$ cat src/rtl/core/irpwd_pkg.sv
// ----------------------------------------------------------------------------
// irpwd_pkg
// Types, constants and helpers shared by the IR pulse width decoder.
// ----------------------------------------------------------------------------
`default_nettype none

package irpwd_pkg;

  localparam int unsigned CODE_BITS_DEF = 32;
  localparam int unsigned DUR_W         = 14;
  localparam int unsigned TOL_W         = 10;
  localparam int unsigned CODE_W        = 32;
  localparam int unsigned COUNT_W       = 6;
  localparam int unsigned APB_ADDR_W    = 5;
  localparam int unsigned APB_DATA_W    = 32;

  localparam logic [TOL_W-1:0] TOLERANCE_RST    = TOL_W'(200);
  localparam logic [DUR_W-1:0] HEADER_MARK_RST  = DUR_W'(9000);
  localparam logic [DUR_W-1:0] HEADER_SPACE_RST = DUR_W'(4500);
  localparam logic [DUR_W-1:0] GAP_RST          = DUR_W'(550);
  localparam logic [DUR_W-1:0] ZERO_TIME_RST    = DUR_W'(600);
  localparam logic [DUR_W-1:0] ONE_TIME_RST     = DUR_W'(1600);

  typedef enum logic [1:0] {
    ST_OK        = 2'd0,
    ST_NOISE     = 2'd1,
    ST_MALFORMED = 2'd2,
    ST_TIMING    = 2'd3
  } irpwd_status_e;

  typedef enum logic [2:0] {
    REG_TOLERANCE    = 3'd0,
    REG_HEADER_MARK  = 3'd1,
    REG_HEADER_SPACE = 3'd2,
    REG_GAP          = 3'd3,
    REG_ZERO_TIME    = 3'd4,
    REG_ONE_TIME     = 3'd5
  } irpwd_reg_e;

  typedef struct packed {
    logic [TOL_W-1:0] tolerance_us;
    logic [DUR_W-1:0] header_mark_us;
    logic [DUR_W-1:0] header_space_us;
    logic [DUR_W-1:0] gap_us;
    logic [DUR_W-1:0] zero_time_us;
    logic [DUR_W-1:0] one_time_us;
  } irpwd_cfg_t;

  typedef struct packed {
    logic [CODE_W-1:0]  code;
    irpwd_status_e      status;
    logic [COUNT_W-1:0] bit_count;
  } irpwd_result_t;

  // Strict absolute-difference window check.
  function automatic logic near_time(logic [DUR_W-1:0] meas, logic [DUR_W-1:0] nom,
                                     logic [TOL_W-1:0] tol);
    logic [DUR_W-1:0] diff;
    diff = (meas >= nom) ? (meas - nom) : (nom - meas);
    return diff < DUR_W'(tol);
  endfunction

endpackage

`default_nettype wire

$ cat src/rtl/core/irpwd_cfg.sv
// ----------------------------------------------------------------------------
// irpwd_cfg
// APB register file holding the timing windows of the decoder.
// ----------------------------------------------------------------------------
`default_nettype none

module irpwd_cfg (
  input  wire logic                             clk_i,
  input  wire logic                             rst_ni,
  input  wire logic                             psel,
  input  wire logic                             penable,
  input  wire logic                             pwrite,
  input  wire logic [irpwd_pkg::APB_ADDR_W-1:0] paddr,
  input  wire logic [irpwd_pkg::APB_DATA_W-1:0] pwdata,
  output logic      [irpwd_pkg::APB_DATA_W-1:0] prdata,
  output logic                                  pready,
  output irpwd_pkg::irpwd_cfg_t                 cfg_o
);
  import irpwd_pkg::*;

  irpwd_cfg_t cfg_q;
  logic       wr_en;
  logic [2:0] reg_idx;

  assign pready  = 1'b1;
  assign wr_en   = psel & penable & pwrite & pready;
  // Byte offset bits are ignored; the word index selects the register.
  assign reg_idx = paddr[4:2];
  assign cfg_o   = cfg_q;

  always_ff @(posedge clk_i or negedge rst_ni) begin
    if (!rst_ni) begin
      cfg_q.tolerance_us    <= TOLERANCE_RST;
      cfg_q.header_mark_us  <= HEADER_MARK_RST;
      cfg_q.header_space_us <= HEADER_SPACE_RST;
      cfg_q.gap_us          <= GAP_RST;
      cfg_q.zero_time_us    <= ZERO_TIME_RST;
      cfg_q.one_time_us     <= ONE_TIME_RST;
    end else if (wr_en) begin
      unique case (reg_idx)
        REG_TOLERANCE:    cfg_q.tolerance_us    <= pwdata[TOL_W-1:0];
        REG_HEADER_MARK:  cfg_q.header_mark_us  <= pwdata[DUR_W-1:0];
        REG_HEADER_SPACE: cfg_q.header_space_us <= pwdata[DUR_W-1:0];
        REG_GAP:          cfg_q.gap_us          <= pwdata[DUR_W-1:0];
        REG_ZERO_TIME:    cfg_q.zero_time_us    <= pwdata[DUR_W-1:0];
        REG_ONE_TIME:     cfg_q.one_time_us     <= pwdata[DUR_W-1:0];
        default: ;
      endcase
    end
  end

  always_comb begin
    unique case (reg_idx)
      REG_TOLERANCE:    prdata = APB_DATA_W'(cfg_q.tolerance_us);
      REG_HEADER_MARK:  prdata = APB_DATA_W'(cfg_q.header_mark_us);
      REG_HEADER_SPACE: prdata = APB_DATA_W'(cfg_q.header_space_us);
      REG_GAP:          prdata = APB_DATA_W'(cfg_q.gap_us);
      REG_ZERO_TIME:    prdata = APB_DATA_W'(cfg_q.zero_time_us);
      REG_ONE_TIME:     prdata = APB_DATA_W'(cfg_q.one_time_us);
      default:          prdata = '0;
    endcase
  end

endmodule

`default_nettype wire

$ cat src/rtl/core/irpwd_frame.sv
// ----------------------------------------------------------------------------
// irpwd_frame
// Held reading register and per-frame state: header check, gap check and
// LSB-first bit accumulation. Presents the frame verdict combinationally.
// ----------------------------------------------------------------------------
`default_nettype none

module irpwd_frame #(
  parameter int unsigned CODE_BITS = irpwd_pkg::CODE_BITS_DEF
) (
  input  wire logic                        clk_i,
  input  wire logic                        rst_ni,
  input  wire logic                        take_i,
  input  wire logic                        close_i,
  input  wire logic                        level_i,
  input  wire logic [irpwd_pkg::DUR_W-1:0] duration_us_i,
  input  wire irpwd_pkg::irpwd_cfg_t       cfg_i,
  output irpwd_pkg::irpwd_result_t         result_o
);
  import irpwd_pkg::*;

  localparam int unsigned BT_W  = $clog2(CODE_BITS + 1);
  localparam int unsigned IDX_W = $clog2(CODE_BITS);
  localparam logic [2:0]  IDX_MARK  = 3'd0;
  localparam logic [2:0]  IDX_SPACE = 3'd1;
  localparam logic [2:0]  IDX_GAP   = 3'd2;
  localparam logic [2:0]  IDX_FULL  = 3'd5;

  logic                 held_valid_q, held_valid_d;
  logic                 held_level_q, held_level_d;
  logic [DUR_W-1:0]     held_dur_q, held_dur_d;
  logic [2:0]           rd_idx_q, rd_idx_d;
  logic                 hdr_good_q, hdr_good_d;
  irpwd_status_e        fault_q, fault_d;
  logic [CODE_BITS-1:0] acc_q, acc_d;
  logic [BT_W-1:0]      bits_q, bits_d;

  logic near_mark, near_space, near_zero, near_one, is_gap;
  logic process;

  assign near_mark  = near_time(held_dur_q, cfg_i.header_mark_us, cfg_i.tolerance_us);
  assign near_space = near_time(held_dur_q, cfg_i.header_space_us, cfg_i.tolerance_us);
  assign near_zero  = near_time(held_dur_q, cfg_i.zero_time_us, cfg_i.tolerance_us);
  assign near_one   = near_time(held_dur_q, cfg_i.one_time_us, cfg_i.tolerance_us);
  assign is_gap     = !held_level_q &&
                      near_time(held_dur_q, cfg_i.gap_us, cfg_i.tolerance_us);
  assign process    = take_i && held_valid_q;

  always_comb begin
    held_valid_d = held_valid_q;
    held_level_d = held_level_q;
    held_dur_d   = held_dur_q;
    rd_idx_d     = rd_idx_q;
    hdr_good_d   = hdr_good_q;
    fault_d      = fault_q;
    acc_d        = acc_q;
    bits_d       = bits_q;

    if (close_i) begin
      // Drop the held reading and start a fresh frame.
      held_valid_d = 1'b0;
      held_level_d = 1'b0;
      held_dur_d   = '0;
      rd_idx_d     = IDX_MARK;
      hdr_good_d   = 1'b1;
      fault_d      = ST_OK;
      acc_d        = '0;
      bits_d       = '0;
    end else if (take_i) begin
      held_valid_d = 1'b1;
      held_level_d = level_i;
      held_dur_d   = duration_us_i;
      if (process) begin
        priority if (rd_idx_q == IDX_MARK) begin
          if (!near_mark) hdr_good_d = 1'b0;
        end else if (rd_idx_q == IDX_SPACE) begin
          if (!near_space) hdr_good_d = 1'b0;
        end else if (rd_idx_q == IDX_GAP) begin
          if (!is_gap && fault_q == ST_OK) fault_d = ST_MALFORMED;
        end else if (!is_gap) begin
          if (!near_zero && !near_one && fault_q == ST_OK) fault_d = ST_TIMING;
          if (bits_q < BT_W'(CODE_BITS)) begin
            // A reading near both times decodes as zero.
            acc_d[bits_q[IDX_W-1:0]] = !near_zero && near_one;
            bits_d = bits_q + BT_W'(1);
          end
        end
        if (rd_idx_q < IDX_FULL) rd_idx_d = rd_idx_q + 3'd1;
      end
    end
  end

  always_ff @(posedge clk_i or negedge rst_ni) begin
    if (!rst_ni) begin
      held_valid_q <= 1'b0;
      held_level_q <= 1'b0;
      held_dur_q   <= '0;
      rd_idx_q     <= IDX_MARK;
      hdr_good_q   <= 1'b1;
      fault_q      <= ST_OK;
      acc_q        <= '0;
      bits_q       <= '0;
    end else begin
      held_valid_q <= held_valid_d;
      held_level_q <= held_level_d;
      held_dur_q   <= held_dur_d;
      rd_idx_q     <= rd_idx_d;
      hdr_good_q   <= hdr_good_d;
      fault_q      <= fault_d;
      acc_q        <= acc_d;
      bits_q       <= bits_d;
    end
  end

  always_comb begin
    priority if (rd_idx_q < IDX_GAP || !hdr_good_q) begin
      result_o.status = ST_NOISE;
    end else if (rd_idx_q < IDX_FULL) begin
      result_o.status = ST_MALFORMED;
    end else begin
      result_o.status = fault_q;
    end
    if (result_o.status == ST_OK) begin
      result_o.code      = CODE_W'(acc_q);
      result_o.bit_count = COUNT_W'(bits_q);
    end else begin
      result_o.code      = '0;
      result_o.bit_count = '0;
    end
  end

endmodule

`default_nettype wire

$ cat src/rtl/core/ir_pulse_width_decoder.sv
// ----------------------------------------------------------------------------
// ir_pulse_width_decoder
// Latency: one result per end-of-frame transaction, valid the cycle after it.
// Throughput: one input transaction per cycle; readings never produce output.
// An end-of-frame transaction stalls only while the result register is full
// and not being drained. Reset clears frame state and result, presets config.
// ----------------------------------------------------------------------------
`default_nettype none

module ir_pulse_width_decoder #(
  parameter int unsigned CODE_BITS = irpwd_pkg::CODE_BITS_DEF
) (
  input  wire logic                               clk_i,
  input  wire logic                               rst_ni,
  input  wire logic                               in_valid_i,
  output logic                                    in_ready_o,
  input  wire logic                               level_i,
  input  wire logic [irpwd_pkg::DUR_W-1:0]        duration_us_i,
  input  wire logic                               end_of_frame_i,
  output logic                                    out_valid_o,
  input  wire logic                               out_ready_i,
  output logic      [irpwd_pkg::CODE_W-1:0]       code_o,
  output logic      [1:0]                         status_o,
  output logic      [irpwd_pkg::COUNT_W-1:0]      bit_count_o,
  input  wire logic                               psel,
  input  wire logic                               penable,
  input  wire logic                               pwrite,
  input  wire logic [irpwd_pkg::APB_ADDR_W-1:0]   paddr,
  input  wire logic [irpwd_pkg::APB_DATA_W-1:0]   pwdata,
  output logic      [irpwd_pkg::APB_DATA_W-1:0]   prdata,
  output logic                                    pready
);
  import irpwd_pkg::*;

  irpwd_cfg_t    cfg;
  irpwd_result_t frame_res;
  irpwd_result_t res_q;
  logic          out_valid_q;
  logic          in_fire, take, close;

  // Readings never need the result register, so only a frame close can stall.
  assign in_ready_o = !end_of_frame_i || !out_valid_q || out_ready_i;
  assign in_fire    = in_valid_i && in_ready_o;
  assign take       = in_fire && !end_of_frame_i;
  assign close      = in_fire && end_of_frame_i;

  irpwd_cfg u_cfg (
    .clk_i   (clk_i),
    .rst_ni  (rst_ni),
    .psel    (psel),
    .penable (penable),
    .pwrite  (pwrite),
    .paddr   (paddr),
    .pwdata  (pwdata),
    .prdata  (prdata),
    .pready  (pready),
    .cfg_o   (cfg)
  );

  irpwd_frame #(
    .CODE_BITS (CODE_BITS)
  ) u_frame (
    .clk_i         (clk_i),
    .rst_ni        (rst_ni),
    .take_i        (take),
    .close_i       (close),
    .level_i       (level_i),
    .duration_us_i (duration_us_i),
    .cfg_i         (cfg),
    .result_o      (frame_res)
  );

  always_ff @(posedge clk_i or negedge rst_ni) begin
    if (!rst_ni) begin
      out_valid_q <= 1'b0;
    end else if (close) begin
      out_valid_q <= 1'b1;
    end else if (out_ready_i) begin
      out_valid_q <= 1'b0;
    end
  end

  // Result payload: load on frame close, hold otherwise.
  always_ff @(posedge clk_i or negedge rst_ni) begin
    if (!rst_ni) begin
      res_q <= '0;
    end else if (close) begin
      res_q <= frame_res;
    end
  end

  assign out_valid_o = out_valid_q;
  assign code_o      = res_q.code;
  assign status_o    = res_q.status;
  assign bit_count_o = res_q.bit_count;

endmodule

`default_nettype wire

$ cat config.mk
export PLATFORM = sky130hd
export DESIGN_NAME = ir_pulse_width_decoder
export DESIGN_NICKNAME = d
export VERILOG_FILES = /design/src/rtl/core/irpwd_pkg.sv /design/src/rtl/core/irpwd_cfg.sv /design/src/rtl/core/irpwd_frame.sv /design/src/rtl/core/ir_pulse_width_decoder.sv
export SDC_FILE = /design/constraint.sdc
export NUM_CORES = 1
export LEC_CHECK = 0
export ABC_AREA = 1
export BUFFER_PORTS_ARGS = -buffer_cell sky130_fd_sc_hd__buf_2
export CORE_AREA = 2 2 216 218
export DETAILED_ROUTE_END_ITERATION = 10
export DIE_AREA = 0 0 218 220
export REMOVE_ABC_BUFFERS = 1
export SLEW_MARGIN = 20
export SYNTH_ARGS = -nofsm -noshare
export SYNTH_HDL_FRONTEND = slang
export SYNTH_HIERARCHICAL = 1
export SYNTH_SLANG_ARGS = --single-unit
export TNS_END_PERCENT = 5
$ cat constraint.sdc
create_clock -name clk_i -period 9.5 [get_ports clk_i]
set_input_delay 1.9 -clock clk_i [delete_from_list [all_inputs] [get_ports clk_i]]
set_output_delay 1.9 -clock clk_i [all_outputs]
set_load 0.01 [all_outputs]
==> reports/metrics.csv <==
metric;value;unit
synth-edff-count;0;
start_kind;primary input;
cap_violations;0;
r2r_slack;3.94;ns
drt_first_pass_iters;7;
grt_overflow;0;
power_density;215;nW/um^2
critPathRequiredTime;7.60;ns
grtUsageTotal;0.261;
whs_path_depth;2;
drive_above_1_share;0.0836;
dr.first_iter.drc_count;1450;
cts-root-buf;clkbuf_16;
ys_warn_count;6;
numClockSinks;181;
via_per_inst;5.21;
max_slew_margin;0.347;
ctsHoldBuffers;0;
synth_top_cell_area_share;0.216;
clock_latency;0.48;ns
rsz0062_at_grt;false;
syn_inst;2797;
cts_resized;0;
r2r_cells;24;
dp_slack;3.76;ns
final.setup.worst_slack;3.70;ns
fin_nets;3093;
synthArstFlopShare;1.00;
seq_area_frac_synth;0.252;
syn_avg_cell_area;6.47;um^2
regToRegEndpoint;u_frame/acc_q[14]$_DFFE_PN0P_;
fin_crit;5.80;ns
cts_buffers;17;
core;45900;um^2
fin_skew;0.0167;ns
drcViolationCount;0;
routedWlPerCell;17.8;um
tightest_slew;0.980;ns
fin_crit_sh;0.611;
grt_pass1_vias;17200;
io_buffers;95;
power.total;0.00418;W
dp.cells;3423;
hp-class;register to register;
rows;79;
synthFlopType;dfrtp_1;
vias;18000;
end_kind;output port;
start_util;0.394;
clk_path_buf_depth;2;
synth_area;18100;um^2
peakVddDrop;172;uV
stdcell_count;3456;
p_leak;10.7;nW
ys_ff_latch;181;
grt_max_degree;84;
grt_first_pass_wirelength;95.8;mm
ant_nets;0;
max_freq;172;MHz
hold_violations;0;
cts_tree;done;
synth.distinct_cells;47;
drt_wl_total;61.6;mm
syn2layout_area_growth;7.57;%
gp_congestion;0.951;
fin_tns_setup;0;ns
report.final.slew_viol_count;0;
postCtsSetupRepairBufs;0;
die_width;218;um
antenna_found_initial;4;
h-tree-depth;4;
synth_area_leader_cell;dfrtp_1;
io-pin-count;135;
die_h;220;um
crit_type;primary input to output port;
whs_endpoint;u_frame/hdr_good_q$_DFFE_PN1P_;
hp-start;u_frame/hdr_good_q$_DFFE_PN1P_;
setup_viol;0;
arrival;3.90;ns
clk_pin_slew;0.07;ns
run_status;finished, final reports clean;
dieArea;48000;um^2
r2r_start;u_frame/held_dur_q[0]$_DFFE_PN0N_;
worst-path-max-fanout;31;
dpl.hpwl;47.3;mm
yosys-top-cells-area;dfrtp_1 22%, nand2_1 19%, ha_1 13%, inv_1 9.1%, nor2_1 4.6%;
-- cell type report --
cell class                      instances  area, um^2
Fill cell                            4906       26400
Multi-Input combinational cell       2080       11300
Sequential cell                       181        4560
Inverter                              450        1690
Tap cell                              607         759
Timing Repair Buffer                  105         559
Clock buffer                           17         425
Clock inverter                         15         176
Antenna cell                            1        2.50
-- how the worst max path moves through the flow --
stage / startpoint / endpoint / depth (start not counted)
2_1_floorplan: out_ready_i / u_frame/bits_q[5]$_DFFE_PN0P_ / 8
3_3_place_gp: paddr[4] / prdata[4] / 7
3_5_place_dp: paddr[4] / prdata[0] / 7
4_1_cts: paddr[4] / prdata[0] / 7
5_1_grt: paddr[4] / prdata[0] / 7
6_report: paddr[4] / prdata[3] / 7
-- cells in the final DEF (no fill, tap or decap), types with 2 or more instances in the layout --
cell type and n:
nand2_1 911, inv_1 440, nor2_1 224, ha_1 188
nand3_1 159, dfrtp_1 156, a21oi_1 139, nand4_1 109
buf_2 94, o21ai_1 83, o21ai_0 61, xor2_1 30
dfstp_2 25, nand3_2 22, conb_1 19, clkbuf_16 17
xnor2_1 15, o21bai_1 15, mux2i_1 13, nand2_2 11
nor3_1 11, buf_4 10, fa_1 10, inv_2 9
nor2_2 9, nor2_4 7, a31oi_1 7, inv_8 6
o21ai_2 6, o211ai_1 5, o221ai_1 5, clkinv_8 4
inv_6 4, nand3_4 3, nand2_4 2, or2_2 2
o2111ai_1 2, nand4_2 2, a21o_1 2
-- kinds of logic after synthesis --
group | count (synthesis) | synth area share
compound gates | 331 | 0.0991
xor+xnor | 45 | 0.0218
fa+ha+maj | 198 | 0.141
buf+inv | 553 | 0.128
flops | 181 | 0.252
mux | 13 | 0.00719
other cells | 2 | 0.000415
simple gates | 1474 | 0.351
-- where the power goes --
group / internal, W / switching (W)
Clock: 0.000357 / 0.000370
Sequential: 0.000885 / 0.000156
Combinational: 0.000793 / 0.00161
Total: 0.00204 / 0.00214
-- sequential cells by signal (all words and copies together), names as in the netlist --
name / flops
u_frame/fault_q: 2
status_o: 2
u_frame/rd_idx_q: 3
code_o: 32
out_valid_o: 1
u_cfg/cfg_o: 80
u_frame/acc_q: 32
u_frame/bits_q: 6
bit_count_o: 6
u_frame/hdr_good_q: 1
u_frame/held_level_q: 1
u_frame/held_dur_q: 14
u_frame/held_valid_q: 1
-- through the flow --
stage | hold WS, ns | utilization | instance area, um^2
after global routing | 0.490 | 0.424 | 19500
after global placement | 0.452 | 0.411 | 18900
after detailed placement | 0.456 | 0.411 | 18900
after floorplan | 0.442 | - | 17500
final | 0.472 | 0.424 | 19500
after CTS | 0.473 | 0.424 | 19500
-- cell usage after synthesis, types with 22 or more instances --
library cell / instances
buf_4: 29
xor2_1: 30
nand3_1: 159
a21oi_1: 139
dfstp_2: 25
o21ai_0: 61
nand4_1: 109
o21ai_1: 83
clkbuf_1: 27
nor2_1: 224
dfrtp_1: 156
buf_2: 32
nand2_1: 911
nand3_2: 22
inv_1: 440
ha_1: 188
-- critical path, cell delays in order --
cell and delay [ns]:
buf_2 0.49, inv_2 0.37, nand3_1 0.48, nor2_1 0.10
nor2_1 0.26, nand2_1 0.13, buf_2 0.16
-- per-layer routing --
layer / GRT usage / vias up / part of all wire
li1: - / 8897 / -
met1: 0.343 / 8470 / 0.45
met2: 0.423 / 517 / 0.46
met3: 0.0415 / 123 / 0.056
met4: 0.112 / 6 / 0.041
met5: 0 / - / 0.00068
Note: power is estimated with default switching activity, not from simulation.
